===== src/hw/rtl/owrx_pkg.sv =====
// ----------------------------------------------------------------------------
// owrx_pkg
// Shared types and constants for the overwrite-oldest receive FIFO.
// ----------------------------------------------------------------------------
`default_nettype none

package owrx_pkg;

    // Request opcodes
    localparam logic [1:0] OP_PUSH  = 2'd0;
    localparam logic [1:0] OP_POP   = 2'd1;
    localparam logic [1:0] OP_FLUSH = 2'd2;
    localparam logic [1:0] OP_QUERY = 2'd3;

    // Fixed field widths
    localparam int CAP_W  = 13;
    localparam int BYTE_W = 8;
    localparam int CNT_W  = 32;

    // Defaults
    localparam int              DEPTH_DEFAULT = 4096;
    localparam logic [CAP_W-1:0] CAP_RESET    = 13'd4096;

    // Input request
    typedef struct packed {
        logic [1:0]        opcode;
        logic [BYTE_W-1:0] rx_byte;
    } req_t;

    // Result
    typedef struct packed {
        logic [BYTE_W-1:0] read_byte;
        logic              read_ok;
        logic              dropped_oldest;
        logic [CAP_W-1:0]  fill_level;
        logic [CNT_W-1:0]  overrun_total;
        logic [CNT_W-1:0]  received_total;
    } rsp_t;

    // Result fields settled at issue, waiting for the memory read
    typedef struct packed {
        logic              rd;
        logic              dropped;
        logic [CAP_W-1:0]  fill;
        logic [CNT_W-1:0]  overrun;
        logic [CNT_W-1:0]  received;
    } stage_t;

endpackage

`default_nettype wire


===== src/hw/rtl/owrx_out.sv =====
// ----------------------------------------------------------------------------
// owrx_out
// Read-wait stage and output register; joins store data to the result.
// ----------------------------------------------------------------------------
`default_nettype none

module owrx_out (
    input  wire logic                        clk,
    input  wire logic                        rst_n,
    input  wire logic                        accept,
    input  wire owrx_pkg::stage_t            stage,
    input  wire logic [owrx_pkg::BYTE_W-1:0] rdata,
    output logic                             busy,
    output logic                             out_valid,
    input  wire logic                        out_stall,
    output owrx_pkg::rsp_t                   out_data
);

    logic             pend_valid_reg;
    owrx_pkg::stage_t pend_reg;
    logic             out_valid_reg;
    owrx_pkg::rsp_t   out_reg;
    logic             pend_adv;

    // Move the waiting request on when the output register frees up
    assign pend_adv = pend_valid_reg && (!out_valid_reg || !out_stall);
    assign busy     = pend_valid_reg && !pend_adv;

    // Track the waiting stage and the output register
    always_ff @(posedge clk or negedge rst_n)
    begin
        if (!rst_n)
        begin
            pend_valid_reg <= 1'b0;
            out_valid_reg  <= 1'b0;
        end
        else
        begin
            if (accept)
            begin
                pend_valid_reg <= 1'b1;
            end
            else if (pend_adv)
            begin
                pend_valid_reg <= 1'b0;
            end

            if (pend_adv)
            begin
                out_valid_reg <= 1'b1;
            end
            else if (!out_stall)
            begin
                out_valid_reg <= 1'b0;
            end
        end
    end

    // Capture payloads
    always_ff @(posedge clk)
    begin
        if (accept)
        begin
            pend_reg <= stage;
        end
        if (pend_adv)
        begin
            out_reg.read_byte      <= pend_reg.rd ? rdata : '0;
            out_reg.read_ok        <= pend_reg.rd;
            out_reg.dropped_oldest <= pend_reg.dropped;
            out_reg.fill_level     <= pend_reg.fill;
            out_reg.overrun_total  <= pend_reg.overrun;
            out_reg.received_total <= pend_reg.received;
        end
    end

    assign out_valid = out_valid_reg;
    assign out_data  = out_reg;

endmodule

`default_nettype wire


===== config.mk =====
export PLATFORM = sky130hd
export DESIGN_NAME = owrx_out
export DESIGN_NICKNAME = d
export VERILOG_FILES = /design/src/hw/rtl/owrx_pkg.sv /design/src/hw/rtl/owrx_out.sv
export SDC_FILE = /design/constraint.sdc
export NUM_CORES = 1
export LEC_CHECK = 0
export BUFFER_PORTS_ARGS = -buffer_cell sky130_fd_sc_hd__buf_2
export CELL_PAD_IN_SITES_DETAIL_PLACEMENT = 0
export CELL_PAD_IN_SITES_GLOBAL_PLACEMENT = 2
export CORE_MARGIN = 2
export CORE_UTILIZATION = 30
export CTS_CLUSTER_DIAMETER = 100
export DETAILED_ROUTE_END_ITERATION = 7
export GPL_TIMING_DRIVEN = 0
export PLACE_DENSITY_LB_ADDON = 0.1
export SETUP_SLACK_MARGIN = 0.4
export SLEW_MARGIN = 20
export SYNTH_ARGS = -nofsm -noshare
export SYNTH_HDL_FRONTEND = slang
export SYNTH_SLANG_ARGS = --single-unit

===== constraint.sdc =====
create_clock -name clk -period 6.6 [get_ports clk]
set_input_delay 1.32 -clock clk [delete_from_list [all_inputs] [get_ports clk]]
set_output_delay 1.32 -clock clk [all_outputs]
set_load 0.02 [all_outputs]

==> results.yml <==
finish:
  nNetsFinal: 475
  antennaDiodeCount: 0
  postLayoutCellArea_mm2: 0.00699
  instances_no_fill: 617
  layout-drive-gt1-share: 0.542
  largest_reg_flops: 87
  finish.utilization: 0.420
  area_delta_synth_final_pct: 36.7
setup_path:
  cp_common_cell: "buf_2"
  critical-path-top-delay-family: "buffers and inverters"
  crit_path_cell_trace: "buf_2 > and3_1 > buf_2"
  worstSetupPathType: "in2out"
  r2r-start: "out_valid$_DFFE_PN0P_"
  r2r_end: "out_data[64]$_DFFE_PP_"
  crit_fanout: 4
  critPathSlowestCell: "buf_2"
  max_stage_delay_ns: 0.17
  crit_arrival_ns: 1.78
  rr_worst_depth: 3
  rrSetupSlack_ns: 5.00
  worst-path-buf-inv: 2
  cp.required_ns: 5.28
  crit_path_end_kind: "output pin"
  start_kind: "input port"
detailed_routing:
  ant_nets: 0
  drt_pass1_iterations: 3
  vias: 2393
  drt-wirelength-per-cell_um: 14.8
  drc_errors: 0
  drt-initial-drc-count: 106
  wl_mm: 9.15
  vias_per_cell: 3.88
min_path:
  holdCritStartpoint: "pend_reg[42]$_DFFE_PP_"
  min_to: "out_data[42]$_DFFE_PP_"
  holdPathStages: 0
  hp-class: "reg2reg"
grt:
  track_usage: 0.107
  grt_pass1_wl_mm: 14.1
  grt_pass1_vias: 2543
  grt_max_degree: 53
  grt_antenna_before_repair: 0
  grt_overflow: 0
cts:
  cts_sinks: 168
  clkLatencyLatePin_ns: 0.41
  cts_buffers: 17
  clk_pin_slew_worst_paths_ns: 0.06
  post-cts-setup-buffer-count: 0
  cts.htree.levels: 4
  hold_buffers: 0
  cts_root_buf: "clkbuf_16"
  cts_resized: 0
  cts_tree: "built"
  cts_buffer_depth: 2
floorplanning:
  die_area_mm2: 0.0181
  start_util: 0.307
  die_height_um: 135
  io_pins: 180
  row_count: 47
  core-area_mm2: 0.0166
  fp.dieW_um: 135
timing:
  hold_viol: 0
  period_minus_slack_ns: 3.10
  maxSlewHeadroom: 0.670
  achievable-frequency_mhz: 323
  worst_slew_pin_slew_ns: 0.494
  maxSlewViolCount: 0
  finClkSkew_ns: 0.00690
  final.period_utilization: 0.470
  grt_setup_unrepaired: "false"
  setup_viol: 0
  fin_hold_ws_ns: 0.417
yosys:
  synth_area_leaders: "edfxtp_1 97%, and2_1 0.98%, dfrtp_1 0.98%"
  ys.flop_type: "edfxtp_1"
  synth_area_leader_cell: "edfxtp_1"
  syn_area_mm2: 0.00511
  ys_seq_area_frac: 0.984
  async_reset_ff_frac: 0.0119
  syn_avg_cell_area_um2: 28.4
  synth_seq_cells: 168
  yosysMostFrequentCell: "edfxtp_1"
  synth_top_area_frac: 0.975
  synth_top_cells_by_count: "166 x edfxtp_1, 8 x and2_1, 2 x dfrtp_1"
  syn_nets: 271
  post_synth_inst_count: 180
  synth_warnings: 0
  synth-edff-count: 166
  yosysUniqueCellTypes: 7
place:
  gp_routability_congestion: 0.655
  portBuffers: 179
  dp.cells: 585
  dp_hpwl_mm: 6.52
  placed_area_mm2: 0.00645
pwr:
  p_leak_nw: 2.72
  vdd_drop_max_mv: 0.199
  p_per_area_mw_per_mm2: 339
  finalPower_w: 0.00237
outcome:
  status: "complete, no violations"
run:
  cap_violations: 0
-- cell type report --
class / instances / area (µm²)
fill: 1514 / 9650
sequential: 168 / 5030
clock inverter: 14 / 110
timing repair buffer: 185 / 1050
tap: 220 / 275
clock buffer: 18 / 429
multi-input combinational: 12 / 91.3
-- power breakdown --
part / internal, W / switching [W]
registers: 0.00128 / 0.0000198
clock network: 0.000513 / 0.000384
logic: 0.0000656 / 0.000114
-- logic make-up (layout without fill, tap and decap cells) --
logic type	Yosys count	in the layout	synth area share
flip-flops	168	168	0.984
buffers and inverters	0	217	0
AND/OR/NAND/NOR	9	9	0.0110
AO/OA/AOI/OAI	3	3	0.00465
-- worst max path at each step --
stage	cells past startpoint	slack, ns	end	start
final	3	3.50	busy	out_stall
after global routing	3	3.49	busy	out_stall
after CTS	3	3.50	busy	out_stall
after detailed placement	3	3.50	busy	out_stall
after global placement	2	-1.46	out_data[31]$_DFFE_PP_	out_stall
after floorplan	1	0.79	out_data[0]$_DFFE_PP_	out_stall
-- routing by layer --
layer  GRT usage  up-vias  part of all wire
met2       0.173      106              0.50
met4      0.0526        0             0.017
li1            -     1139                 -
met1       0.116     1135              0.38
met3      0.0563       13             0.099
met5           0        -                 0
-- per-stage QoR --
stage | setup slack [ns] | setup TNS (ns)
3_5_place_dp | 3.50 | 0
4_1_cts | 3.50 | 0
5_1_grt | 3.49 | 0
3_3_place_gp | -1.46 | -126.53
2_1_floorplan | 0.795 | 0
6_report | 3.50 | 0
-- cell usage in the layout, fill, tap and decap left out, drive strengths merged --
master | Yosys | layout
a21o | 1 | 1
bufinv | 0 | 1
clkinv | 0 | 12
edfxtp | 166 | 166
a31o | 1 | 1
dfrtp | 2 | 2
and3 | 1 | 1
and2 | 8 | 8
clkbuf | 0 | 18
a21boi | 1 | 1
buf | 0 | 185
clkinvlp | 0 | 1
-- worst reg2reg max path: stages (launching register included) --
cell and delay (ns):
dfrtp_1 0.44, a21boi_4 0.46, buf_8 0.23, buf_16 0.18
Note: power is estimated with default switching activity, not from simulation.
