<file path="config.mk">
export PLATFORM = sky130hd
export DESIGN_NAME = owrx_ctrl
export DESIGN_NICKNAME = d
export VERILOG_FILES = /design/src/hw/rtl/owrx_pkg.sv /design/src/hw/rtl/owrx_ctrl.sv
export SDC_FILE = /design/constraint.sdc
export NUM_CORES = 1
export LEC_CHECK = 0
export CAP_MARGIN = 20
export CORE_MARGIN = 2
export CORE_UTILIZATION = 58
export DETAILED_ROUTE_END_ITERATION = 7
export DONT_BUFFER_PORTS = 1
export GPL_TIMING_DRIVEN = 1
export MAX_ROUTING_LAYER = met4
export PLACE_DENSITY = 0.77
export RECOVER_POWER = 25
export SYNTH_ARGS = -nofsm -noshare
export SYNTH_HDL_FRONTEND = slang
export SYNTH_SLANG_ARGS = --single-unit
</file>
<file path="constraint.sdc">
create_clock -name clk -period 3.58 [get_ports clk]
set_input_delay 0.716 -clock clk [delete_from_list [all_inputs] [get_ports clk]]
set_output_delay 0.716 -clock clk [all_outputs]
set_load 0.01 [all_outputs]
</file>
<file path="src/hw/rtl/owrx_pkg.sv">
// ----------------------------------------------------------------------------
// owrx_pkg
// Shared types and constants for the overwrite-oldest receive FIFO.
// ----------------------------------------------------------------------------
`default_nettype none

package owrx_pkg;

    // Request opcodes
    localparam logic [1:0] OP_PUSH  = 2'd0;
    localparam logic [1:0] OP_POP   = 2'd1;
    localparam logic [1:0] OP_FLUSH = 2'd2;
    localparam logic [1:0] OP_QUERY = 2'd3;

    // Fixed field widths
    localparam int CAP_W  = 13;
    localparam int BYTE_W = 8;
    localparam int CNT_W  = 32;

    // Defaults
    localparam int              DEPTH_DEFAULT = 4096;
    localparam logic [CAP_W-1:0] CAP_RESET    = 13'd4096;

    // Input request
    typedef struct packed {
        logic [1:0]        opcode;
        logic [BYTE_W-1:0] rx_byte;
    } req_t;

    // Result
    typedef struct packed {
        logic [BYTE_W-1:0] read_byte;
        logic              read_ok;
        logic              dropped_oldest;
        logic [CAP_W-1:0]  fill_level;
        logic [CNT_W-1:0]  overrun_total;
        logic [CNT_W-1:0]  received_total;
    } rsp_t;

    // Result fields settled at issue, waiting for the memory read
    typedef struct packed {
        logic              rd;
        logic              dropped;
        logic [CAP_W-1:0]  fill;
        logic [CNT_W-1:0]  overrun;
        logic [CNT_W-1:0]  received;
    } stage_t;

endpackage

`default_nettype wire

</file>
<file path="src/hw/rtl/owrx_ctrl.sv">
// ----------------------------------------------------------------------------
// owrx_ctrl
// Pointer, fill count and statistics update; issues the byte store access.
// ----------------------------------------------------------------------------
`default_nettype none

module owrx_ctrl #(
    parameter int DEPTH = owrx_pkg::DEPTH_DEFAULT
) (
    input  wire logic                             clk,
    input  wire logic                             rst_n,
    input  wire logic                             cfg_we,
    input  wire logic [owrx_pkg::CAP_W-1:0]       cfg_wdata,
    input  wire logic                             accept,
    input  wire owrx_pkg::req_t                   req,
    output logic                                  ram_we,
    output logic                                  ram_re,
    output logic      [$clog2(DEPTH)-1:0]         ram_addr,
    output logic      [owrx_pkg::BYTE_W-1:0]      ram_wdata,
    output owrx_pkg::stage_t                      stage
);

    localparam int AW = $clog2(DEPTH);
    localparam int CW = $clog2(DEPTH + 1);
    localparam int NW = AW + 1;
    localparam int KW = (CW > owrx_pkg::CAP_W) ? CW : owrx_pkg::CAP_W;

    logic [owrx_pkg::CAP_W-1:0] capacity_reg;
    logic [AW-1:0]              wr_idx_reg, wr_idx_next;
    logic [AW-1:0]              rd_idx_reg, rd_idx_next;
    logic [CW-1:0]              held_reg, held_next;
    logic [owrx_pkg::CNT_W-1:0] ovr_reg, ovr_next;
    logic [owrx_pkg::CNT_W-1:0] rcv_reg, rcv_next;

    logic [KW-1:0] cap_ext;
    logic [KW-1:0] cap_lim;
    logic [NW-1:0] cap_n;
    logic [NW-1:0] wr_inc;
    logic [NW-1:0] rd_inc;
    logic [AW-1:0] wr_adv;
    logic [AW-1:0] rd_adv;
    logic          full;
    logic          nonempty;
    logic          is_push;
    logic          is_pop;

    // Clamp capacity to 1..DEPTH
    always_comb
    begin
        cap_ext = KW'(capacity_reg);
        if (cap_ext == '0)
        begin
            cap_lim = KW'(1);
        end
        else if (cap_ext > KW'(DEPTH))
        begin
            cap_lim = KW'(DEPTH);
        end
        else
        begin
            cap_lim = cap_ext;
        end
        cap_n = NW'(cap_lim);
    end

    // Advance pointers with wrap at the capacity
    assign wr_inc = {1'b0, wr_idx_reg} + NW'(1);
    assign rd_inc = {1'b0, rd_idx_reg} + NW'(1);
    assign wr_adv = (wr_inc >= cap_n) ? '0 : wr_inc[AW-1:0];
    assign rd_adv = (rd_inc >= cap_n) ? '0 : rd_inc[AW-1:0];

    assign full     = NW'(held_reg) >= cap_n;
    assign nonempty = held_reg != '0;
    assign is_push  = accept && (req.opcode == owrx_pkg::OP_PUSH);
    assign is_pop   = accept && (req.opcode == owrx_pkg::OP_POP) && nonempty;

    // Next state per request
    always_comb
    begin
        wr_idx_next = wr_idx_reg;
        rd_idx_next = rd_idx_reg;
        held_next   = held_reg;
        ovr_next    = ovr_reg;
        rcv_next    = rcv_reg;
        if (accept)
        begin
            case (req.opcode)
                owrx_pkg::OP_PUSH:
                begin
                    if (full)
                    begin
                        rd_idx_next = rd_adv;
                        ovr_next    = ovr_reg + 32'd1;
                    end
                    else
                    begin
                        held_next = held_reg + CW'(1);
                    end
                    wr_idx_next = wr_adv;
                    rcv_next    = rcv_reg + 32'd1;
                end
                owrx_pkg::OP_POP:
                begin
                    if (nonempty)
                    begin
                        rd_idx_next = rd_adv;
                        held_next   = held_reg - CW'(1);
                    end
                end
                owrx_pkg::OP_FLUSH:
                begin
                    wr_idx_next = '0;
                    rd_idx_next = '0;
                    held_next   = '0;
                end
                default:
                begin
                end
            endcase
        end
    end

    // Store access: write on push, read on a pop that finds data
    assign ram_we    = is_push;
    assign ram_re    = is_pop;
    assign ram_addr  = is_push ? wr_idx_reg : rd_idx_reg;
    assign ram_wdata = req.rx_byte;

    // Result fields known at issue
    always_comb
    begin
        stage.rd       = is_pop;
        stage.dropped  = is_push && full;
        stage.fill     = owrx_pkg::CAP_W'(held_next);
        stage.overrun  = ovr_next;
        stage.received = rcv_next;
    end

    // Hold state
    always_ff @(posedge clk or negedge rst_n)
    begin
        if (!rst_n)
        begin
            capacity_reg <= owrx_pkg::CAP_RESET;
            wr_idx_reg   <= '0;
            rd_idx_reg   <= '0;
            held_reg     <= '0;
            ovr_reg      <= '0;
            rcv_reg      <= '0;
        end
        else
        begin
            if (cfg_we)
            begin
                capacity_reg <= cfg_wdata;
            end
            wr_idx_reg <= wr_idx_next;
            rd_idx_reg <= rd_idx_next;
            held_reg   <= held_next;
            ovr_reg    <= ovr_next;
            rcv_reg    <= rcv_next;
        end
    end

endmodule

`default_nettype wire

</file>
==> out/results.txt, run 1 <==
DRC viols: 0
post-layout min period: 3850 ps
die outline area: 13100 µm²
clock transition at the registers of the reported paths: 60 ps
power density over the cells: 560 nW/µm²
largest buffer count on any clock path: 2
initial core utilization: 0.590
Post-Route WL: 20400 µm
worst flop-to-flop path endpoint: rd_idx_reg[1]
routed wirelength normalized by instance count: 20.2 µm
Synth-to-Final Area Change: 27.0%
remaining max-slew budget at the tightest pin: -0.876
pin slew with the least headroom to its limit: 2810 ps
initial antenna violation count: 1
Top Family by Delay on Critical Path: simple AND/OR/NAND/NOR gates
number of top-level pins: 128
final clock period utilization by the worst path: 1.08
hpwl dp: 14000 µm
number of cell rows: 40
filler instances: 804
total of endpoints with negative setup slack in the final report: 43
leakage: 4.25 nW
cell with the biggest individual delay on the critical path: sky130_fd_sc_hd__dfstp_2
status: finished with violations
path type of the worst setup path: register to output port
number of failing hold endpoints at the final stage: 0
footprint of the flip-flops and latches: 2850 µm²
Syn Inst Count: 759
most instantiated flip-flop cell in the synthesis netlist: sky130_fd_sc_hd__dfrtp_1
fin cells: 1009
multi-input gate area in the final layout: 4430 µm²
Hold Path Class: input port to async pin
Required @ worst endpoint: 2860 ps
layout cell share with drive strength beyond 1: 0.257
number of buffer and inverter instances along the worst setup path: 4
number of iterations in the first detailed-routing pass: 6
met3 capacity usage during global routing: 0.102
routing layer with the top usage in global route: met2
data arrival time of the critical path: 3130 ps
async set or reset register ratio after synthesis: 1.00
total power: 5.02 mW
Reg2Reg Launch Point: rd_idx_reg[2]
Clock H-tree levels: 4
WHS: 124 ps
sequential area share after synthesis: 0.404
total of buffers placed on input and output ports: 0
count of flip-flops with a built-in enable after synthesis: 0
aggregate global routing overflow: 0
Floorplan Core Area: 12000 µm²
wire length of the first global-routing pass: 32100 µm
number of buffers created by CTS: 17
mean cell area of the mapped netlist: 9.31 µm²
Final GP Congestion: 0.920
cell area after technology mapping: 7060 µm²
pin count of the biggest net entering global routing: 114
global router's overall resource usage: 0.327
Clk Tree Root Cell: sky130_fd_sc_hd__clkbuf_16
fin worst setup slack: -269 ps
Place WS: -125 ps
maximum clock frequency: 0.260 GHz
insertion delay to the later sink of the worst-skew pair: 430 ps
chain of cells forming the critical path: inv_2 > buf_12 > nand2_1 > ha_1 > and4_1 > a211oi_1 > buf_4 > nand2_2 > or4_4 > a221oi_2 > buf_4
# nets final: 921
die extent in y: 114 µm
flops & latches, synth: 114
cell area after layout: 8970 µm²
clock tree sinks: 114
Max Fanout on Critical Path: 8
number of vias per cell after detailed routing: 6.31
warnings from Yosys: 0
sort of element at the start of the critical path: register
clock tree from TritonCTS: done
vias in the first global route: 6351
placed cell areas: 7790 µm²
Post-Route Skew: 14.9 ps
critical path's largest stage delay: 540 ps
drt first-iter violations: 555
r2r setup slk: 350 ps
met1 usage in global routing: 0.393
Syn Nets: 831
type of destination of the critical path: output port
global routing usage on met2: 0.500
Worst IR Drop VDD: 447 µV
Placed Instances: 967
die extent in x: 114 µm
worst r2r path cells: 11
antenna violation net count after detailed routing: 0
Maximum Capacitance Violations: 1
count of unique library cells instantiated by Yosys: 68
setup repair after global routing missed its margin: true
cell with the most instances on the worst path: sky130_fd_sc_hd__buf_4
violated checks: capacitance limit, slew limit, setup timing
Max Slew Vio Count: 114
via count: 6369
[power breakdown]
group | leakage, nW | switching (mW) | internal [mW]
logic | 2.47 | 1.01 | 0.764
registers | 1.52 | 0.184 | 1.44
clock network | 0.269 | 0.597 | 1.03
[cells in the final DEF, fill, tap and decap left out, types with 6 or more instances in the layout]
cell type,netlist,final
sky130_fd_sc_hd__nand2_1,123,116
sky130_fd_sc_hd__dfrtp_1,113,113
sky130_fd_sc_hd__buf_4,13,90
sky130_fd_sc_hd__xnor2_1,62,53
sky130_fd_sc_hd__ha_1,45,43
sky130_fd_sc_hd__nand3_1,42,37
sky130_fd_sc_hd__nor2_1,36,36
sky130_fd_sc_hd__and3_1,23,23
sky130_fd_sc_hd__nand4_1,23,23
sky130_fd_sc_hd__o21ai_0,25,23
sky130_fd_sc_hd__inv_1,23,22
sky130_fd_sc_hd__clkbuf_16,0,17
sky130_fd_sc_hd__a21oi_1,18,14
sky130_fd_sc_hd__xor2_1,16,13
sky130_fd_sc_hd__nor3_1,17,12
sky130_fd_sc_hd__mux2_2,13,12
sky130_fd_sc_hd__and4_1,12,11
sky130_fd_sc_hd__buf_6,1,11
sky130_fd_sc_hd__nor2b_1,10,10
sky130_fd_sc_hd__or2_2,8,8
sky130_fd_sc_hd__o22ai_1,9,8
sky130_fd_sc_hd__a31oi_1,7,7
sky130_fd_sc_hd__a22o_1,8,7
sky130_fd_sc_hd__nand3_2,2,6
sky130_fd_sc_hd__xnor2_2,0,6
[final cells by class]
type	count	area share
antenna	1	0.000279
clock buffer	21	0.0502
clock inverter	10	0.0124
inverter	25	0.0106
multi-input combinational	587	0.494
sequential	114	0.318
tap	147	0.0205
timing repair buffer	104	0.0941
[synthesized netlist by cell type (4+ instances only)]
cell / instances / share of area
sky130_fd_sc_hd__a211oi_1: 5 / 0.0053
sky130_fd_sc_hd__a21o_1: 4 / 0.0043
sky130_fd_sc_hd__a21oi_1: 18 / 0.013
sky130_fd_sc_hd__a22o_1: 8 / 0.0099
sky130_fd_sc_hd__a31oi_1: 7 / 0.0062
sky130_fd_sc_hd__and3_1: 23 / 0.020
sky130_fd_sc_hd__and4_1: 12 / 0.015
sky130_fd_sc_hd__buf_4: 13 / 0.014
sky130_fd_sc_hd__clkbuf_1: 15 / 0.0080
sky130_fd_sc_hd__dfrtp_1: 113 / 0.40
sky130_fd_sc_hd__ha_1: 45 / 0.080
sky130_fd_sc_hd__inv_1: 23 / 0.012
sky130_fd_sc_hd__mux2_2: 13 / 0.021
sky130_fd_sc_hd__nand2_1: 123 / 0.065
sky130_fd_sc_hd__nand2b_1: 6 / 0.0053
sky130_fd_sc_hd__nand3_1: 42 / 0.030
sky130_fd_sc_hd__nand4_1: 23 / 0.020
sky130_fd_sc_hd__nor2_1: 36 / 0.019
sky130_fd_sc_hd__nor2b_1: 10 / 0.0089
sky130_fd_sc_hd__nor3_1: 17 / 0.012
sky130_fd_sc_hd__nor4_1: 7 / 0.0062
sky130_fd_sc_hd__o21ai_0: 25 / 0.018
sky130_fd_sc_hd__o22ai_1: 9 / 0.0080
sky130_fd_sc_hd__o31ai_1: 5 / 0.0053
sky130_fd_sc_hd__or2_2: 8 / 0.0071
sky130_fd_sc_hd__or4_1: 7 / 0.0074
sky130_fd_sc_hd__xnor2_1: 62 / 0.077
sky130_fd_sc_hd__xor2_1: 16 / 0.020
[metal layers]
metal,wire length (µm),share of wire,vias up
met1,8240,0.40,3087
met4,644,0.032,0
li1,-,-,2912
met2,9570,0.47,308
met3,1920,0.094,62
met5,0,0,-
[worst register-to-register path: stages (launching register included)]
cell and delay [ps]:
sky130_fd_sc_hd__dfrtp_1 460, sky130_fd_sc_hd__and3_1 230, sky130_fd_sc_hd__nand3_1 140, sky130_fd_sc_hd__nor3_1 320, sky130_fd_sc_hd__and3_1 240, sky130_fd_sc_hd__xnor2_1 140
sky130_fd_sc_hd__inv_1 70, sky130_fd_sc_hd__ha_1 300, sky130_fd_sc_hd__a21o_1 180, sky130_fd_sc_hd__a211oi_1 390, sky130_fd_sc_hd__nand3b_1 380, sky130_fd_sc_hd__o21ai_0 280
[cells by family (layout without fill, tap and decap cells)]
logic type      after synthesis  in the layout  synth area share
simple gates                331            331             0.238
compound gates              118            118             0.119
flops                       114            114             0.404
xor+xnor                     78             78            0.0967
buf+inv                      58            160            0.0395
fa+ha+maj                    45             45            0.0797
mux                          15             15            0.0236
other cells                   0              1                 0
[worst max-delay path by stage]
stage	startpoint	to	slack [ps]	depth (start not counted)
finish	cap_ext[12]	stage[75]	-270	11
global route	cap_ext[4]	stage[41]	-420	14
CTS	cap_ext[11]	stage[75]	-300	11
detailed placement	cap_ext[4]	stage[50]	-120	11
global placement	cap_ext[1]	stage[75]	-30	11
floorplan	cap_ext[12]	stage[75]	50	11
[metrics by stage]
stage | TNS [ps] | util
floorplan | 0 | -
global placement | -45.0 | 0.651
detailed placement | -362 | 0.651
CTS | -7690 | 0.741
global route | -14030 | 0.750
finish | -7180 | 0.750
[repair_timing]
action,CTS,global route
resized for setup,78,21
pin swaps,31,24
hold endpoints to repair,113,0
hold buffers,1,0
setup endpoints to repair,45,45
setup buffers,10,1
Power figures use the tool's default switching activity.
==> run 2: changes to the inputs <==
--- a/config.mk
+++ b/config.mk
@@ -5,7 +5,6 @@
 export SDC_FILE = /design/constraint.sdc
 export NUM_CORES = 1
 export LEC_CHECK = 0
-export CAP_MARGIN = 20
 export CORE_MARGIN = 2
 export CORE_UTILIZATION = 58
 export DETAILED_ROUTE_END_ITERATION = 7
@@ -14,6 +13,7 @@
 export MAX_ROUTING_LAYER = met4
 export PLACE_DENSITY = 0.77
 export RECOVER_POWER = 25
+export SKIP_CTS_REPAIR_TIMING = 1
 export SYNTH_ARGS = -nofsm -noshare
 export SYNTH_HDL_FRONTEND = slang
 export SYNTH_SLANG_ARGS = --single-unit
==> run 2 against run 1 <==
  * The flow still finishes with violations (capacitance limit, slew limit, setup timing)
  * Flip-flop and latch count unchanged
  * Register-to-register slack hardly changed
  * Sequential share of layout area down 0.55 points
  * Core utilization is 1.3 points higher
  * Routed wire length rose by 1.7%
  * Highest routed layer unchanged
==> out/results.txt, run 2 (synthesized netlist as in run 1, its figures left out) <==
setup repair after global routing missed its margin: true
Final GP Congestion: 0.920 (unchanged)
clock tree sinks: 114 (unchanged)
number of top-level pins: 128 (unchanged)
post-layout min period: 3920 ps (+74.9 ps)
wire length on met2: 9790 µm (+2.4%)
via count: 6402 (+0.52%)
wire length on met1: 8290 µm (+0.69%)
Floorplan Core Area: 12000 µm² (unchanged)
routed wirelength normalized by instance count: 20.4 µm (+1.1%)
Final Util: 0.763 (+0.0131)
remaining max-slew budget at the tightest pin: -0.851 (+0.0246)
Hold Path Class: input port to async pin
r2r setup slk: 350 ps (about the same)
clock transition at the registers of the reported paths: 60 ps (about the same)
Worst IR Drop VDD: 447 µV (about the same)
Synth-to-Final Area Change: 29.2%
wire length of the first global-routing pass: 30300 µm (-5.5%)
pin count of the biggest net entering global routing: 115 (+0.88%)
Post-Route Skew: 17.4 ps (+2.41 ps)
number of cell rows: 40 (unchanged)
total of endpoints with negative setup slack in the final report: 40 (-7.0%)
Required @ worst endpoint: 2860 ps (about the same)
Clock H-tree levels: 4 (unchanged)
leakage: 4.22 nW (-0.74%)
vias in the first global route: 6089 (-4.1%)
commonest non-fill, non-tap cells in the layout: sky130_fd_sc_hd__dfrtp_1 (113), sky130_fd_sc_hd__nand2_1 (112), sky130_fd_sc_hd__buf_4 (99), sky130_fd_sc_hd__xnor2_1 (52), sky130_fd_sc_hd__ha_1 (39)
most common library cell in the layout ignoring fill and taps: sky130_fd_sc_hd__dfrtp_1
Max Fanout on Critical Path: 8 (unchanged)
fin worst setup slack: -344 ps (-74.9 ps)
met3 routed WL: 2020 µm (+5.2%)
drt first-iter violations: 625 (+13%)
aggregate global routing overflow: 0 (unchanged)
insertion delay to the later sink of the worst-skew pair: 430 ps (about the same)
Place WS: -125 ps (unchanged)
antenna violation net count after detailed routing: 0 (unchanged)
status: finished with violations
Post-Route WL: 20700 µm (+1.7%)
DRC viols: 0 (unchanged)
path type of the worst setup path: register to output port
initial antenna violation count: 1 (unchanged)
hpwl dp: 14000 µm (unchanged)
final clock period utilization by the worst path: 1.10 (+0.0209)
die extent in x: 114 µm (unchanged)
global router's overall resource usage: 0.307 (-0.0204)
total of buffers placed on input and output ports: 0 (unchanged)
highest signal layer in the routed design: met4
initial core utilization: 0.590 (unchanged)
number of buffers created by CTS: 17 (unchanged)
final setup TNS: -9060 ps (-1880 ps)
sort of element at the start of the critical path: register
die extent in y: 114 µm (unchanged)
number of vias per cell after detailed routing: 6.31 (about the same)
type of destination of the critical path: output port
Maximum Capacitance Violations: 1 (unchanged)
# nets final: 927 (+0.65%)
number of failing hold endpoints at the final stage: 0 (unchanged)
Clk Tree Root Cell: sky130_fd_sc_hd__clkbuf_16
largest buffer count on any clock path: 2 (unchanged)
data arrival time of the critical path: 3210 ps (+80 ps)
clock tree from TritonCTS: done
pin slew with the least headroom to its limit: 2780 ps (-36.9 ps)
total power: 5.12 mW (+1.9%)
number of iterations in the first detailed-routing pass: 6 (unchanged)
layout cell share with drive strength beyond 1: 0.286 (+0.0294)
power density over the cells: 561 nW/µm² (+0.20%)
violated checks: capacitance limit, slew limit, setup timing
die outline area: 13100 µm² (unchanged)
maximum clock frequency: 0.255 GHz (-1.9%)
Max Slew Vio Count: 114 (unchanged)
[run 2: worst max-delay path, cell delays in order, from the launching register on]
cell	delay (ps)
sky130_fd_sc_hd__dfstp_2	560
sky130_fd_sc_hd__inv_4	60
sky130_fd_sc_hd__buf_12	150
sky130_fd_sc_hd__ha_4	270
sky130_fd_sc_hd__nand4_1	190
sky130_fd_sc_hd__a211o_4	440
sky130_fd_sc_hd__a2111o_1	500
sky130_fd_sc_hd__nor4_2	240
sky130_fd_sc_hd__xor2_1	220
sky130_fd_sc_hd__buf_4	150
[run 2: worst paths after layout]
path                       cells after the start             end           from
max in group asynchronous                      1  rd_idx_reg[11]          rst_n
setup / recovery                               9       stage[50]    cap_ext[12]
setup reg to reg                              11   rd_idx_reg[1]  rd_idx_reg[2]
hold / removal                                 0     cap_ext[12]          rst_n
hold reg to reg                                1     ovr_reg[18]    ovr_reg[18]
min in group clk                               1     cap_ext[12]         cfg_we
[run 2: per-stage QoR]
step / hold WS, ps / area, µm² / cells
floorplan: 420 / 7070 / 759
global placement: 424 / 7790 / 967
detailed placement: 424 / 7790 / 967
CTS: -22.1 / 8350 / 998
global route: 120 / 9130 / 1015
finish: 122 / 9130 / 1015
[run 2: area by class of cell]
class,instances,area [µm²]
tap,147,184
timing repair buffer,110,870
sequential,114,2850
clock buffer,21,450
multi-input combinational,587,4560
clock inverter,10,111
antenna,1,2.50
inverter,25,97.6
fill,786,2830
[run 2: metal layers]
metal	track usage	vias up
met3	0.0974	64
met4	0.126	0
met1	0.383	3089
met2	0.464	319
li1	-	2930
met5	-	-
[run 2: report_power, final]
group,internal [mW],leakage (nW),switching [mW],total (mW)
registers,1.44,1.52,0.192,1.63
clock network,1.03,0.269,0.600,1.63
logic,0.817,2.43,1.04,1.86
==> run 3: changes to the inputs <==
==> config.mk (replaced) <==
export PLATFORM = sky130hd
export DESIGN_NAME = owrx_ctrl
export DESIGN_NICKNAME = d
export VERILOG_FILES = /design/src/hw/rtl/owrx_pkg.sv /design/src/hw/rtl/owrx_ctrl.sv
export SDC_FILE = /design/constraint.sdc
export NUM_CORES = 1
export LEC_CHECK = 0
export BUFFER_PORTS_ARGS = -buffer_cell sky130_fd_sc_hd__buf_2
export CORE_MARGIN = 2
export CORE_UTILIZATION = 40
export DETAILED_ROUTE_END_ITERATION = 7
export GPL_TIMING_DRIVEN = 1
export MAX_ROUTING_LAYER = met4
export PLACE_DENSITY = 0.64
export RECOVER_POWER = 25
export SYNTH_ARGS = -nofsm -noshare
export SYNTH_HDL_FRONTEND = slang
export SYNTH_SLANG_ARGS = --single-unit
==> run 3 against run 2 <==
  * The flow still finishes with violations (capacitance limit, slew limit, setup timing)
  * Routed wire length decreased by 2.9%
  * Critical path type unchanged
  * Worst hold slack better by 330 ps
  * First-iteration DRC count shrank 24%
  * Sequential share of layout area fell by 1.9 points
  * Design area rose by 6.6%
  * Maximum frequency fell by 1.7%
  * Core utilization shrank 20 points
  * Total power grew 6.7%
  * Critical path depth rose by 2
  * Combinational power rose by 5%
  * Via count increased by 1.3%
==> out/results.txt, run 3 (synthesized netlist as in run 1, its figures left out) <==
status: finished with violations
violated checks: capacitance limit, slew limit, setup timing
number of vias per cell after detailed routing: 5.46 (-14%)
switching part of the total power: 0.340 (-0.0186)
number of top-level pins: 128 (unchanged)
insertion delay to the later sink of the worst-skew pair: 420 ps (about the same)
Place WS: -158 ps (-33.1 ps)
logic gate share of total power: 0.356 (-0.007)
drt first-iter violations: 472 (-24%)
pin count of the biggest net entering global routing: 51 (-56%)
total power: 5.46 mW (+6.7%)
Post-Route Skew: 12.6 ps (-4.75 ps)
largest buffer count on any clock path: 2 (unchanged)
power density over the cells: 562 nW/µm² (about the same)
number of cell rows: 48 (+20%)
# nets final: 1024 (+10%)
remaining max-slew budget at the tightest pin: -0.554 (+0.297)
setup repair after global routing missed its margin: true
portion of total power attributed to the clock network: 0.345 (+0.027)
Synth-to-Final Area Change: 37.8%
fin worst setup slack: -410 ps (-65.9 ps)
clock tree from TritonCTS: done
Floorplan Core Area: 17300 µm² (+45%)
initial core utilization: 0.408 (-0.182)
DRC viols: 0 (unchanged)
Clk Tree Root Cell: sky130_fd_sc_hd__clkbuf_16
commonest non-fill, non-tap cells in the layout: sky130_fd_sc_hd__nand2_1 (113), sky130_fd_sc_hd__dfrtp_1 (113), sky130_fd_sc_hd__buf_2 (104), sky130_fd_sc_hd__buf_4 (82), sky130_fd_sc_hd__xnor2_1 (46)
WHS: 452 ps (+330 ps)
Post-Route WL: 20100 µm (-2.9%)
routed wirelength normalized by instance count: 16.9 µm (-17%)
clock transition at the registers of the reported paths: 50 ps (about the same)
Worst IR Drop VDD: 411 µV (-8.0%)
clock tree sinks: 114 (unchanged)
hpwl dp: 14400 µm (+2.3%)
Final GP Congestion: 0.874 (-5.0%)
maximum clock frequency: 0.251 GHz (-1.7%)
Hold Path Class: register to register
initial antenna violation count: 0 (-1)
die outline area: 18700 µm² (+43%)
total of endpoints with negative setup slack in the final report: 45 (+13%)
aggregate global routing overflow: 0 (unchanged)
pin slew with the least headroom to its limit: 2330 ps (-446 ps)
internal cell power: 3.61 mW (+9.8%)
final clock period utilization by the worst path: 1.11 (+0.0184)
global router's overall resource usage: 0.224 (-0.0831)
data arrival time of the critical path: 3270 ps (+60 ps)
Max Slew Vio Count: 43 (-62%)
Clock H-tree levels: 4 (unchanged)
sort of element at the start of the critical path: register
die extent in y: 137 µm (+20%)
via count: 6487 (+1.3%)
vias in the first global route: 6407 (+5.2%)
die extent in x: 137 µm (+20%)
relative contribution of sequential cells to total power: 0.299 (-0.019)
number of iterations in the first detailed-routing pass: 5 (-1)
path type of the worst setup path: register to output port
type of destination of the critical path: output port
wire length of the first global-routing pass: 31700 µm (+4.5%)
total of buffers placed on input and output ports: 111 (+111)
number of buffers created by CTS: 17 (unchanged)
switching component of the power: 1.86 mW (+1.2%)
Required @ worst endpoint: 2860 ps (about the same)
Max Fanout on Critical Path: 7 (-1)
# hold bufs at CTS: 0
leakage: 4.82 nW (+14%)
number of failing hold endpoints at the final stage: 0 (unchanged)
layout cell share with drive strength beyond 1: 0.356 (+0.0698)
Maximum Capacitance Violations: 1 (unchanged)
ANT cells: 0 (-1)
post-layout min period: 3990 ps (+65.9 ps)
antenna violation net count after detailed routing: 0 (unchanged)
## run 3: changes by cell type in the layout (fill, tap and decap cells not counted), moves of 3 or more
| cell | before | now |
|---|---|---|
| sky130_fd_sc_hd__nand3_1 | 33 | 38 |
| sky130_fd_sc_hd__xnor2_4 | 3 | 0 |
| sky130_fd_sc_hd__xnor2_2 | 7 | 16 |
| sky130_fd_sc_hd__xnor2_1 | 52 | 46 |
| sky130_fd_sc_hd__o31ai_4 | 1 | 4 |
| sky130_fd_sc_hd__buf_6 | 9 | 17 |
| sky130_fd_sc_hd__bufinv_16 | 2 | 5 |
| sky130_fd_sc_hd__nand2_4 | 2 | 6 |
| sky130_fd_sc_hd__buf_4 | 99 | 82 |
| sky130_fd_sc_hd__buf_2 | 0 | 104 |
| sky130_fd_sc_hd__nand2_2 | 8 | 4 |
| sky130_fd_sc_hd__nand3_2 | 8 | 4 |
## run 3: critical path, stage by stage (launching register included)
cell and delay [ps]:
sky130_fd_sc_hd__dfstp_2 550, sky130_fd_sc_hd__clkinvlp_4 160, sky130_fd_sc_hd__buf_8 190, sky130_fd_sc_hd__nand2_4 60, sky130_fd_sc_hd__ha_1 230, sky130_fd_sc_hd__and4_4 180
sky130_fd_sc_hd__a211oi_2 220, sky130_fd_sc_hd__buf_4 200, sky130_fd_sc_hd__nand2_4 60, sky130_fd_sc_hd__or4_4 540, sky130_fd_sc_hd__a221oi_4 280, sky130_fd_sc_hd__buf_2 180
## run 3: final cells by class
class,instances,area (µm²)
Sequential cell,114,2850
Tap cell,225,282
Clock buffer,20,467
Multi-Input combinational cell,587,4490
Timing Repair Buffer,207,1360
Clock inverter,11,183
Inverter,25,98.8
Fill cell,1520,7570
## run 3: per-layer routing
layer	vias to the layer above	share of wire	global-route usage
met5	-	0	-
met2	196	0.47	0.356
li1	3118	-	-
met4	0	0.020	0.0785
met1	3139	0.44	0.282
met3	34	0.064	0.0500
## run 3: stage by stage
step,cell area [µm²],std cells,TNS (ps),util
finish,9730,1189,-12170,0.563
detailed placement,8290,1135,-610,0.479
CTS,9420,1180,-11420,0.544
global route,9730,1189,-18410,0.563
global placement,8290,1135,-108,0.479
floorplan,7070,759,0,-
## run 3: final timing paths
kind,cells past startpoint,endpoint,start,slack (ps)
setup / recovery,11,stage[75],cap_ext[12],-410
min in group asynchronous,1,held_reg[11],rst_n,1000
setup reg to reg,11,rd_idx_reg[9],rd_idx_reg[0],400
max in group asynchronous,2,cap_ext[2],rst_n,680
hold / removal,1,rcv_reg[31],rcv_reg[31],450
hold reg to reg,1,rcv_reg[31],rcv_reg[31],450
## run 3: power by group through the flow
stage	clock (mW)	combinational [mW]	sequential, mW
2_1_floorplan	0	0.960	1.60
3_3_place_gp	0	1.55	1.64
3_5_place_dp	0	1.58	1.64
4_1_cts	1.92	1.80	1.63
5_1_grt	1.98	2.14	1.66
6_report	1.88	1.95	1.64
## run 3: repair_timing
item                       CTS  global route
setup endpoints to repair   46            51
pin swaps                   32            24
buffers inserted            14            12
gates resized for setup     78            47
